<file path="src/hw/rtl/i2cbm_pkg.sv">
// Package for the I2C bit-level master: command kinds, pin actions and the
// step decode shared by the engine. No dependencies.

package i2cbm_pkg;

   localparam logic [2:0] KIND_TICK  = 3'd0;
   localparam logic [2:0] KIND_START = 3'd1;
   localparam logic [2:0] KIND_STOP  = 3'd2;
   localparam logic [2:0] KIND_TX    = 3'd3;
   localparam logic [2:0] KIND_RX    = 3'd4;
   localparam logic [2:0] KIND_SACK  = 3'd5;
   localparam logic [2:0] KIND_RACK  = 3'd6;

   localparam logic [15:0] PHASE_RESET = 16'd10;

   typedef enum logic [2:0] {
      ACT_SCL0,
      ACT_SCL1,
      ACT_SDA0,
      ACT_SDA1,
      ACT_READ
   } act_type;

   function automatic logic [4:0] op_steps(logic [2:0] op);
      logic [4:0] n;
      unique case (op)
         KIND_START: n = 5'd4;
         KIND_STOP:  n = 5'd3;
         KIND_TX:    n = 5'd24;
         KIND_RX:    n = 5'd25;
         KIND_SACK:  n = 5'd3;
         KIND_RACK:  n = 5'd4;
         default:    n = 5'd0;
      endcase
      return n;
   endfunction

   // t / 3 as (t * 11) >> 5, exact for t below 24
   function automatic act_type step_action(logic [2:0] op, logic [4:0] s,
                                           logic [7:0] shift, logic sack);
      logic [4:0] t;
      logic [8:0] prod;
      logic [2:0] bitn;
      logic [4:0] ph_w;
      logic [1:0] ph;
      act_type    a;
      t    = (op == KIND_RX) ? s - 5'd1 : s;
      prod = 9'(t) * 9'd11;
      bitn = prod[7:5];
      ph_w = t - (5'({bitn, 1'b0}) + 5'(bitn));
      ph   = ph_w[1:0];
      unique case (op)
         KIND_START: begin
            unique case (s[1:0])
               2'd0:    a = ACT_SDA1;
               2'd1:    a = ACT_SCL1;
               2'd2:    a = ACT_SDA0;
               default: a = ACT_SCL0;
            endcase
         end
         KIND_STOP: begin
            if (s == 5'd0) a = ACT_SDA0;
            else if (s == 5'd1) a = ACT_SCL1;
            else a = ACT_SDA1;
         end
         KIND_TX: begin
            if (ph == 2'd0) a = shift[3'd7 - bitn] ? ACT_SDA1 : ACT_SDA0;
            else if (ph == 2'd1) a = ACT_SCL1;
            else a = ACT_SCL0;
         end
         KIND_RX: begin
            if (s == 5'd0) a = ACT_SDA1;
            else if (ph == 2'd0) a = ACT_SCL1;
            else if (ph == 2'd1) a = ACT_READ;
            else a = ACT_SCL0;
         end
         KIND_SACK: begin
            if (s == 5'd0) a = sack ? ACT_SDA1 : ACT_SDA0;
            else if (s == 5'd1) a = ACT_SCL1;
            else a = ACT_SCL0;
         end
         KIND_RACK: begin
            unique case (s[1:0])
               2'd0:    a = ACT_SDA1;
               2'd1:    a = ACT_SCL1;
               2'd2:    a = ACT_READ;
               default: a = ACT_SCL0;
            endcase
         end
         default: a = ACT_READ;
      endcase
      return a;
   endfunction

endpackage

</file>
<file path="src/hw/rtl/i2c_bit_level_master.sv">
// I2C bit-level master: top level, the whole engine in one module.
// Depends on i2cbm_pkg.
//
// Usage:
//  req channel: tuser carries the kind (tick, start, stop, send byte,
//  receive byte, send ack, receive ack); tdata carries tx_byte, ack_bit and
//  the sampled SDA level. A command starts a primitive when idle; ticks
//  advance it, each pin step lasting phase_length ticks. A command while
//  busy is dropped and flagged as rejected.
//  rsp channel: one response per request with the pin drives, busy, done,
//  last received byte, last acknowledge seen and the rejected flag.
//  csr channel: writes phase_length (zero counts as one); always ready,
//  to be written only while idle.
//  Timing: response valid in the cycle after the request is taken. Throughput
//  one request per cycle while rsp is not stalled, set by the single state update
//  between the input handshake and the response register.
//  Reset: pins released high, engine idle, phase_length 10, no response.
//  Stall: while rsp_tready is low with a response waiting, req_tready drops
//  and the response register holds.

module i2c_bit_level_master (
   input  logic        clock,
   input  logic        reset,
   input  logic        req_tvalid,
   output logic        req_tready,
   input  logic [2:0]  req_tuser,   // [2:0] kind
   input  logic [15:0] req_tdata,   // [7:0] tx_byte, [8] ack_bit, [9] sda_in, rest zero
   output logic        rsp_tvalid,
   input  logic        rsp_tready,
   // [0] scl_out, [1] sda_out, [2] busy_res, [3] done_res, [11:4] rx_byte,
   // [12] ack_seen, [13] rejected, rest zero
   output logic [15:0] rsp_tdata,
   input  logic        csr_valid,
   output logic        csr_ready,
   input  logic [15:0] csr_data
);
   import i2cbm_pkg::*;

   logic [15:0] phase_ff;
   logic [2:0]  op_ff, op_in;
   logic [4:0]  step_ff, step_in;
   logic [15:0] tick_ff, tick_in;
   logic [7:0]  shift_ff, shift_in;
   logic        sack_ff, sack_in;
   logic        scl_level_ff, scl_level_in;
   logic        sda_level_ff, sda_level_in;
   logic [7:0]  rbyte_ff, rbyte_in;
   logic        rack_ff, rack_in;
   logic        rsp_valid_ff, rsp_valid_in;
   logic [15:0] rsp_data_ff, rsp_data_in;

   logic        accept;
   logic [2:0]  kind;
   logic        req_sda;
   logic [15:0] limit;
   logic [16:0] tc_inc;
   logic [4:0]  step_inc;
   act_type     cur_act;
   act_type     apply_act;
   logic        apply_en;
   logic        done;
   logic        rej;

   assign kind       = req_tuser;
   assign req_sda    = req_tdata[9];
   assign req_tready = !rsp_valid_ff || rsp_tready;
   assign accept     = req_tvalid && req_tready;
   assign csr_ready  = 1'b1;
   assign rsp_tvalid = rsp_valid_ff;
   assign rsp_tdata  = rsp_data_ff;

   assign limit    = (phase_ff == 16'd0) ? 16'd1 : phase_ff;
   assign tc_inc   = {1'b0, tick_ff} + 17'd1;
   assign step_inc = step_ff + 5'd1;
   assign cur_act  = step_action(op_ff, step_ff, shift_ff, sack_ff);

   always_comb begin
      op_in        = op_ff;
      step_in      = step_ff;
      tick_in      = tick_ff;
      shift_in     = shift_ff;
      sack_in      = sack_ff;
      rbyte_in     = rbyte_ff;
      rack_in      = rack_ff;
      scl_level_in = scl_level_ff;
      sda_level_in = sda_level_ff;
      apply_en     = 1'b0;
      apply_act    = ACT_READ;
      done         = 1'b0;
      rej          = 1'b0;
      if (kind == KIND_TICK) begin
         if (op_ff != KIND_TICK) begin
            if (tick_ff == 16'd0 && cur_act == ACT_READ) begin
               if (op_ff == KIND_RX) shift_in = {shift_ff[6:0], req_sda};
               else rack_in = req_sda;
            end
            if (tc_inc >= {1'b0, limit}) begin
               tick_in = 16'd0;
               step_in = step_inc;
               if (step_inc >= op_steps(op_ff)) begin
                  if (op_ff == KIND_RX) rbyte_in = shift_in;
                  op_in   = KIND_TICK;
                  step_in = 5'd0;
                  done    = 1'b1;
               end else begin
                  apply_en  = 1'b1;
                  apply_act = step_action(op_ff, step_inc, shift_in, sack_ff);
               end
            end else begin
               tick_in = tc_inc[15:0];
            end
         end
      end else if (kind <= KIND_RACK) begin
         if (op_ff != KIND_TICK) begin
            rej = 1'b1;
         end else begin
            op_in   = kind;
            step_in = 5'd0;
            tick_in = 16'd0;
            if (kind == KIND_TX) shift_in = req_tdata[7:0];
            else if (kind == KIND_RX) shift_in = 8'd0;
            if (kind == KIND_SACK) sack_in = req_tdata[8];
            apply_en  = 1'b1;
            apply_act = step_action(kind, 5'd0, shift_in, sack_in);
         end
      end
      if (apply_en) begin
         unique case (apply_act)
            ACT_SCL0: scl_level_in = 1'b0;
            ACT_SCL1: scl_level_in = 1'b1;
            ACT_SDA0: sda_level_in = 1'b0;
            ACT_SDA1: sda_level_in = 1'b1;
            default: ;
         endcase
      end
      rsp_data_in  = {2'b00, rej, rack_in, rbyte_in, done, (op_in != KIND_TICK),
                      sda_level_in, scl_level_in};
      rsp_valid_in = accept ? 1'b1 : (rsp_tready ? 1'b0 : rsp_valid_ff);
   end

   always_ff @(posedge clock) begin
      if (reset) begin
         phase_ff     <= PHASE_RESET;
         op_ff        <= KIND_TICK;
         step_ff      <= 5'd0;
         tick_ff      <= 16'd0;
         shift_ff     <= 8'd0;
         sack_ff      <= 1'b0;
         scl_level_ff <= 1'b1;
         sda_level_ff <= 1'b1;
         rbyte_ff     <= 8'd0;
         rack_ff      <= 1'b1;
         rsp_valid_ff <= 1'b0;
      end else begin
         if (csr_valid && csr_ready) phase_ff <= csr_data;
         rsp_valid_ff <= rsp_valid_in;
         if (accept) begin
            op_ff        <= op_in;
            step_ff      <= step_in;
            tick_ff      <= tick_in;
            shift_ff     <= shift_in;
            sack_ff      <= sack_in;
            scl_level_ff <= scl_level_in;
            sda_level_ff <= sda_level_in;
            rbyte_ff     <= rbyte_in;
            rack_ff      <= rack_in;
         end
      end
   end

   always_ff @(posedge clock) begin
      if (accept) rsp_data_ff <= rsp_data_in;
   end

   // checks
   a_step_in_range: assert property (@(posedge clock) disable iff (reset)
      (op_ff != KIND_TICK) |-> (step_ff < op_steps(op_ff)))
      else $error("step index beyond primitive length");

   a_tick_below_limit: assert property (@(posedge clock) disable iff (reset)
      (op_ff != KIND_TICK) |-> (tick_ff < limit))
      else $error("tick count reached phase limit while busy");

   a_idle_clean: assert property (@(posedge clock) disable iff (reset)
      (op_ff == KIND_TICK) |-> (step_ff == 5'd0 && tick_ff == 16'd0))
      else $error("idle engine holds step or tick state");

   a_done_idle: assert property (@(posedge clock) disable iff (reset)
      (rsp_valid_ff && rsp_data_ff[3]) |-> (!rsp_data_ff[2] && !rsp_data_ff[13]))
      else $error("done reported with busy or rejected");

   a_reject_busy: assert property (@(posedge clock) disable iff (reset)
      (rsp_valid_ff && rsp_data_ff[13]) |-> rsp_data_ff[2])
      else $error("rejection reported while idle");

endmodule
</file>
<file path="config.mk">
export PLATFORM = sky130hd
export DESIGN_NAME = i2c_bit_level_master
export DESIGN_NICKNAME = d
export VERILOG_FILES = /design/src/hw/rtl/i2cbm_pkg.sv /design/src/hw/rtl/i2c_bit_level_master.sv
export SDC_FILE = /design/constraint.sdc
export NUM_CORES = 1
export LEC_CHECK = 0
export BUFFER_PORTS_ARGS = -buffer_cell sky130_fd_sc_hd__buf_2
export CORE_UTILIZATION = 40
export CTS_CLUSTER_DIAMETER = 30
export DETAILED_ROUTE_END_ITERATION = 16
export PLACE_DENSITY = 0.6
export SETUP_SLACK_MARGIN = 0.15
export SLEW_MARGIN = 20
export SYNTH_ARGS = -nofsm -noshare
export SYNTH_HDL_FRONTEND = slang
export SYNTH_SLANG_ARGS = --single-unit
</file>
<file path="constraint.sdc">
create_clock -name clock -period 11.9 [get_ports clock]
set_input_delay 1.19 -clock clock [delete_from_list [all_inputs] [get_ports clock]]
set_output_delay 1.19 -clock clock [all_outputs]
set_load 0.005 [all_outputs]
</file>
-- After elaboration in Yosys (flattened, before gate mapping)
Cells that the tools add are included.
- bits in registers: 75
- bits of input ports: 40
- output and inout bits: 19
- logic and storage cells: 203
- add/subtract/negate cells: 13
- multiply operators: 3
- order comparisons: 6
- eq/ne operators: 28
- multiplexer cells: 109
- bitwise logic cells: 3
- reduce and logical (&&, ||, !) cells: 27
- operator list (cell ; number):
    8-bit 2-to-1 mux ; 18
    16-bit 2-to-1 mux ; 6
    5-bit 2-to-1 mux ; 12
    3-bit 2-to-1 mux ; 18
    3-bit case mux with 6 select lines ; 2
    1-bit 2-to-1 mux ; 33
    16-bit zero test ; 2
    5-bit by 4-bit multiplier with 8-bit output, second input constant ; 3
    3-bit equality test, second input constant ; 7
    5-bit case mux with 4 select lines ; 1
    3-bit by 2-bit equality test with 1-bit output, second input constant ; 6
    2-bit 2-to-1 mux ; 9
    3-bit case mux with 3 select lines ; 2
    16-bit by 1-bit adder with 17-bit output, second input constant ; 1
    17-bit by 16-bit greater-or-equal comparator with 1-bit output ; 1
    3-bit by 4-bit less-than comparator with 1-bit output, second input constant ; 3
    2-bit case mux with 3 select lines ; 2
    3-bit case mux with 4 select lines ; 1
    2-bit by 1-bit equality test with 1-bit output, second input constant ; 5
    5-bit by 1-bit equality test with 1-bit output, second input constant ; 2
    2-bit zero test ; 5
    5-bit zero test ; 2
    5-bit by 1-bit subtractor with 5-bit output, second input constant ; 2
    1-bit binary-select mux with 3-bit select ; 3
    other kinds (23) ; 43

-- Depth between registers and ports, before layout
- word-level depth: 27
- mapped depth: 22
- depth with buffers taken out: 21

-- Least setup slack after synthesis
No wires, ideal clock.
- path type: register to register
- from: reg step_ff[0]
- to: reg rsp_data_ff[0], in the netlist rsp_tdata[0] (data pin)
- setup time: 256 ps
- arrival: 4798 ps
- data required time: 11644 ps
- setup slack: 6846 ps
- cell stages (with the launch flop): 23
- path buffers: 1
- period minus slack after synthesis: 5054 ps
- cells stage by stage: dfxtp_1 > clkbuf_1 > inv_1 > ha_1 > inv_1 > xnor2_1 > inv_1 > ha_1 > inv_1 > fa_1 > inv_1 > ha_1 > a21o_1 > a211oi_1 > o22ai_1 > ha_1 > xnor2_1 > xnor2_1 > xor2_1 > a31o_2 > nor3_1 > nand2_1 > o22a_1
- word-level cells in the longest chain between the ends: 27
- elaborated cells on any way between the ends: 75
- classes of those cells: add/sub (9); mul (2); order compare (1); eq/ne (10); mux (45); reduce/logical (8)
- ends and longest elaborated chain (what ; line ; RTL):
    start, declared ; i2c_bit_level_master.sv:41 ; logic [4:0] step_ff, step_in;
    start signal, assigned ; i2c_bit_level_master.sv:159 ; step_ff <= step_in;
    5-bit by 1-bit subtractor with 5-bit output ; i2cbm_pkg.sv:47 ; t = (op == KIND_RX) ? s - 5'd1 : s;
    5-bit 2-to-1 mux ; i2cbm_pkg.sv:47 ;
    5-bit by 4-bit multiplier with 8-bit output ; i2cbm_pkg.sv:48 ; prod = 9'(t) * 9'd11;
    2-bit adder ; i2cbm_pkg.sv:50 ; ph_w = t - (5'({bitn, 1'b0}) + 5'(bitn));
    2-bit subtractor ; i2cbm_pkg.sv:50 ;
    2-bit by 1-bit equality test with 1-bit output ; i2cbm_pkg.sv:68, i2cbm_pkg.sv:74 ;
    3-bit 2-to-1 mux ; i2cbm_pkg.sv:74 ; else if (ph == 2'd1) a = ACT_READ;
    3-bit 2-to-1 mux ; i2cbm_pkg.sv:73 ; else if (ph == 2'd0) a = ACT_SCL1;
    [... 12 more ...] ; - ;
    3-bit 2-to-1 mux ; i2c_bit_level_master.sv:100 ; if (step_inc >= op_steps(op_ff)) begin
    3-bit 2-to-1 mux ; i2c_bit_level_master.sv:97 ; if (tc_inc >= {1'b0, limit}) begin
    3-bit 2-to-1 mux ; i2c_bit_level_master.sv:92 ; if (op_ff != KIND_TICK) begin
    3-bit 2-to-1 mux ; i2c_bit_level_master.sv:91 ; if (kind == KIND_TICK) begin
    3-bit by 1-bit equality test with 1-bit output or 3-bit zero test (tied branches) ; i2c_bit_level_master.sv:128 ; unique case (apply_act)
    1-bit case mux with 2 select lines ; i2c_bit_level_master.sv:128 ;
    1-bit 2-to-1 mux * ; i2c_bit_level_master.sv:127 ; if (apply_en) begin
    net rsp_data_in[0] ; i2c_bit_level_master.sv:50 ; logic [15:0] rsp_data_ff, rsp_data_in;
    end signal, assigned ; i2c_bit_level_master.sv:172 ; if (accept) rsp_data_ff <= rsp_data_in;
    end, declared ; i2c_bit_level_master.sv:50 ;
The timed path passes the listed nets; every way through them passes the cells marked *. The select of a mux whose other input is x is not followed.
A chain may end at the register's enable or synchronous reset.

-- Worst setup path in the final report
- from: reg op_ff[2]
- to: reg rsp_data_ff[1], in the netlist rsp_tdata[1] (data pin)
- word-level cells in the longest chain between the ends: 27
- elaborated cells on any way between the ends: 68
- classes of those cells: add/sub (6); mul (2); order compare (1); eq/ne (11); mux (42); reduce/logical (6)
- ends and longest elaborated chain (what ; line ; RTL):
    start, declared ; i2c_bit_level_master.sv:40 ; logic [2:0] op_ff, op_in;
    start signal, assigned ; i2c_bit_level_master.sv:158 ; op_ff <= op_in;
    3-bit equality test ; - ;
    5-bit 2-to-1 mux ; i2cbm_pkg.sv:47 ;
    5-bit by 4-bit multiplier with 8-bit output ; i2cbm_pkg.sv:48 ;
    2-bit adder ; i2cbm_pkg.sv:50 ;
    2-bit subtractor ; i2cbm_pkg.sv:50 ;
    2-bit by 1-bit equality test with 1-bit output ; i2cbm_pkg.sv:68, i2cbm_pkg.sv:74 ;
    3-bit 2-to-1 mux ; i2cbm_pkg.sv:74 ;
    3-bit 2-to-1 mux ; i2cbm_pkg.sv:73 ;
    [... 12 more ...] ; - ;
    3-bit 2-to-1 mux ; i2c_bit_level_master.sv:100 ;
    3-bit 2-to-1 mux ; i2c_bit_level_master.sv:97 ;
    3-bit 2-to-1 mux ; i2c_bit_level_master.sv:92 ;
    3-bit 2-to-1 mux ; i2c_bit_level_master.sv:91 ;
    3-bit by 2-bit equality test with 1-bit output ; i2c_bit_level_master.sv:128 ;
    1-bit case mux with 2 select lines ; i2c_bit_level_master.sv:128 ;
    1-bit 2-to-1 mux * ; i2c_bit_level_master.sv:127 ;
    net rsp_data_in[1] ; i2c_bit_level_master.sv:50 ;
Marks and branches as above.

==> impl.org <==
** Placement
- Number of buffers inserted by port buffering :: 49
- Weighted congestion at the end of routability-driven global placement :: 0.860
- Post-Place Worst Slack :: 6090 ps
- Counting tap cells, the placed design contains a total of 877 instances.
- The placed instances occupy a cell area of 0.00591 mm2.
- Dpl hpwl :: 10300 um

** Floorplan
- In this run the core area contains 42 standard-cell rows.
- The die covers 0.0145 mm2.
- After floorplanning, the core was sized to cover 0.0135 mm2.
- Starting density of the core :: 41.7%
- From left edge to right edge, the die measures 120 um.
- From bottom edge to top edge, the die measures 120 um.
- During I/O placement, the number of pins put on the boundary was 59.

** Clocking
- For this design, the sink count on the clock tree is 75.
- TritonCTS built the clock tree.
- In this run, post-CTS hold repair placed 0 buffers.
- Deepest clock path buffer count :: 2
- At the later pin of the worst-skew pair, clock insertion delay measures 340 ps.
- After clock tree synthesis, the clock-pin slew on the worst setup and hold paths is 60 ps.
- Post-CTS timing repair inserted 0 buffers for setup.
- Buffers inserted during clock tree synthesis total 9.
- The number of gates resized after CTS was 0.
- In this run the number of H-tree levels came out at 3.
- Clock tree synthesis selected as its root buffer the cell sky130_fd_sc_hd__clkbuf_16.

** Drt
- The final layout contains routed wiring with a total length of 13800 um.
- The count of nets left with antenna violations once routing finished came out at 0.
- Final routed wire length divided by cell count :: 15.4 um
- DRC violation count after routing :: 0
- The detailed router placed 5031 vias in this run.
- The first detailed-routing pass ran for 5 iterations.
- Dividing the detail-routed via count by the number of cells gives 5.63.
- Detailed Route Iter0 Violations :: 345

** Min path
- In this run the worst hold path is classified as reg2reg.

** Global routing
- GRT Overall Usage :: 19.7%
- GRT Residual Overflow :: 0
- The number of global-route vias before repair is 4828.
- The number of antenna violations at the first check in global routing was 0.
- Wire length of the first global-routing pass :: 23000 um
- Largest net degree at the start of global routing :: 60

** Pwr
- Net switching is 28.1% of the power.
- The internal portion of the total power is 0.000470 W.
- Sequential cells burn 42.1% of the power.
- Leak Pwr :: 2.71 nW
- Proportion of power drawn by the clock network :: 42.2%
- Power density over cell area :: 105 mW/mm2
- In this run the power spent charging and discharging nets is 0.000183 W.
- The worst-case IR drop observed on VDD is 0.0895 mV.
- Share of power burned in combinational logic :: 15.6%

** STA
- The number of pins exceeding their max-slew limit in the final report is 0.
- Clock skew :: 6.35 ps
- Worst setup slack after layout :: 6040 ps
- Final hold violation count :: 0
- At the pin with the least slew margin, the transition time is 943 ps.
- Final-layout setup total negative slack :: 0 ps
- For this run, the top clock speed supported by timing is 171 MHz.
- WHS :: 473 ps
- Share of the clock period used by the worst path after layout :: 49.3%
- After layout, the minimum clock period comes to 5860 ps.
- Unrepaired setup endpoints after global routing :: no
- The worst pin sits at a relative slew slack of 36.9%.
- Setup violations remaining at the end of the flow were counted as 0.

** Outcome
- The run finished with clean final reports.

** Worst setup path
- Data on the critical path arrives at its endpoint at 5930 ps.
- The critical path in this run is classified as reg2reg.
- Endpoint of the most critical setup path :: rsp_tdata[1]
- Counting cells, the worst reg-to-reg path comes to 19.
- The worst setup path is captured at a flop.
- Highest net fanout along the worst path :: 17
- Highest-delay cell along the critical path :: sky130_fd_sc_hd__nor3b_2
- Counting both buffers and inverters, the worst setup path holds a total of 2.
- Crit Reg-Reg Endpoint :: rsp_tdata[1]
- CP Data Required Time :: 11970 ps
- Broken down by cell family, the worst path's largest delay share belongs to simple AND/OR/NAND/NOR gates.
- Cell-by-cell listing of the critical path :: nor3b_2, nand2_1, nor3_1, xnor2_1, ha_1, inv_1, fa_1, inv_1, ha_1, o21a_1, o22ai_1, ha_1, xnor2_1, xnor2_1, xor2_1, a311oi_1, nand4_1, nand3_1, nand3_1
- The worst setup path is launched from a flop.
- Tracing the worst setup path back leads to its startpoint at op_ff[2].
- Largest incremental delay on the critical path :: 760 ps
- Worst R2R Setup Slack :: 6040 ps
- Source of the worst register-to-register timing path :: op_ff[2]
- Count of cell instances traversed by the critical path :: 19

** Final layout
- In the layout the commonest cells are sky130_fd_sc_hd__nor2_1 (75), sky130_fd_sc_hd__nand2_1 (61), sky130_fd_sc_hd__dfxtp_1 (61), sky130_fd_sc_hd__ha_1 (52), sky130_fd_sc_hd__buf_2 (49).
- With fillers left out, the area of the finished cells amounts to 0.00621 mm2.
- Ratio of cells with drive above 1 in the final layout :: 11.0%
- Most common library cell in the layout ignoring fill and taps :: sky130_fd_sc_hd__nor2_1
- Filler cell count in the final layout :: 1373
- The number of antenna diodes in the final layout is 0.
- Final cell count without fillers :: 893
- Final net count :: 806
- From synthesis to final layout, the design area changed by 10.7%.

** Yosys
- Count of distinct cell types in the synthesized netlist :: 70
- Number of warnings issued by yosys :: 0
- Post-synthesis instance area :: 0.00561 mm2
- In the synthesized netlist, the number of instances is 690.
- Count of flip-flops with a built-in enable after synthesis :: 14
- A synthesized cell averages 8.13 um2.
- The synthesized design spends more area on one cell type than any other, namely sky130_fd_sc_hd__dfxtp_1.
- Asr flop ratio synth :: 0%
- Most used flip-flop cell after synthesis :: sky130_fd_sc_hd__dfxtp_1
- Sequential elements use 29.3% of the synthesized area.
- Portion of synthesized cell area occupied by the leading cell type :: 21.8%
- The synthesized design contains 75 register bits.
- Main area contributors after synthesis :: sky130_fd_sc_hd__dfxtp_1 (22%), sky130_fd_sc_hd__ha_1 (12%), sky130_fd_sc_hd__edfxtp_1 (7.5%), sky130_fd_sc_hd__mux2i_1 (5.5%), sky130_fd_sc_hd__nor2_1 (5.0%)

** Flow run
- Across the run, the number of max-cap violations was 0.
routing by layer:
metal | part of all wire [%] | routed length [um] | GRT usage (%) | vias up
li1 | - | - | - | 2520
met1 | 47 | 6440 | 25.2 | 2348
met2 | 47 | 6520 | 33.7 | 149
met3 | 4.5 | 625 | 3.82 | 14
met4 | 1.2 | 171 | 5.48 | 0
met5 | 0 | 0 | 0 | -
power groups by stage:
stage | clock network [W] | logic [W] | registers (W)
finish | 0.000276 | 0.000102 | 0.000275
global route | 0.000292 | 0.000115 | 0.000276
CTS | 0.000283 | 0.000102 | 0.000275
detailed placement | 0 | 0.000101 | 0.000281
global placement | 0 | 0.0000995 | 0.000281
floorplan | 0 | 0.0000771 | 0.000278
worst register-to-register path: cells and delay by family, from the launching register on:
| kind | cells | cell delay (ps) |
|---|---|---|
| simple gates | 6 | 1620 |
| xor+xnor | 4 | 620 |
| compound gates | 3 | 1190 |
| fa+ha+maj | 4 | 1460 |
| buf+inv | 2 | 90 |
| flops | 1 | 610 |
synth_stat cells (5+ instances only):
cell type                  count
sky130_fd_sc_hd__nand3b_1     10
sky130_fd_sc_hd__a21oi_1      47
sky130_fd_sc_hd__xor2_1       12
sky130_fd_sc_hd__xnor2_1      21
sky130_fd_sc_hd__dfxtp_1      61
sky130_fd_sc_hd__edfxtp_1     14
sky130_fd_sc_hd__o211ai_1      6
sky130_fd_sc_hd__nand3_1      29
sky130_fd_sc_hd__nor2b_1       8
sky130_fd_sc_hd__o21ai_0      19
sky130_fd_sc_hd__a211oi_1     15
sky130_fd_sc_hd__clkbuf_1     30
sky130_fd_sc_hd__ha_1         52
sky130_fd_sc_hd__nor4_1       10
sky130_fd_sc_hd__o21a_1        5
sky130_fd_sc_hd__nand2_1      61
sky130_fd_sc_hd__nor3_1       17
sky130_fd_sc_hd__nand4_1       8
sky130_fd_sc_hd__inv_1        43
sky130_fd_sc_hd__a21o_1        8
sky130_fd_sc_hd__a22oi_1      10
sky130_fd_sc_hd__o31ai_1       7
sky130_fd_sc_hd__and3_1       12
sky130_fd_sc_hd__nor2_1       75
sky130_fd_sc_hd__mux2i_1      31
cells by family after synthesis:
logic type / synth area share [%]
and+or+nand+nor: 22.9
AOI/OAI and AO/OA: 17.9
buffers and inverters: 6.11
DFF: 29.3
adders and majority gates: 12.3
muxes: 6.20
xor gates and xnor gates: 5.15
other: 0.134
flip-flops by register name, indices dropped and copies added, names as in the netlist:
signal        flops
scl_level_ff      1
rsp_tvalid        1
step_ff           5
sda_level_ff      1
rack_ff           1
rbyte_ff          8
sack_ff           1
rsp_tdata        14
phase_ff         16
op_ff             3
tick_ff          16
shift_ff          8
worst min-delay path by stage:
stage	startpoint	endpoint	slack, ps	cells past startpoint
after floorplan	rack_ff	rack_ff	430	2
after global placement	rack_ff	rack_ff	450	2
after detailed placement	rack_ff	rack_ff	460	2
after CTS	rack_ff	rack_ff	470	2
after global routing	rack_ff	rack_ff	500	2
final	rack_ff	rack_ff	470	2
per-stage QoR:
stage	power (W)	utilization, %
after detailed placement	0.000382	43.9
final	0.000653	46.2
after CTS	0.000660	46.2
after global routing	0.000683	46.2
after floorplan	0.000355	-
after global placement	0.000380	43.9
final cells by class:
| class | count | area (um2) | area share, % |
|---|---|---|---|
| multi-input combinational | 532 | 3630 | 58.4 |
| clock inverter | 7 | 77.6 | 1.25 |
| inverter | 44 | 165 | 2.66 |
| tap | 176 | 220 | 3.54 |
| clock buffer | 9 | 225 | 3.63 |
| timing repair buffer | 50 | 253 | 4.07 |
| sequential | 75 | 1640 | 26.4 |
No activity file was read; power rests on OpenSTA's default activity.
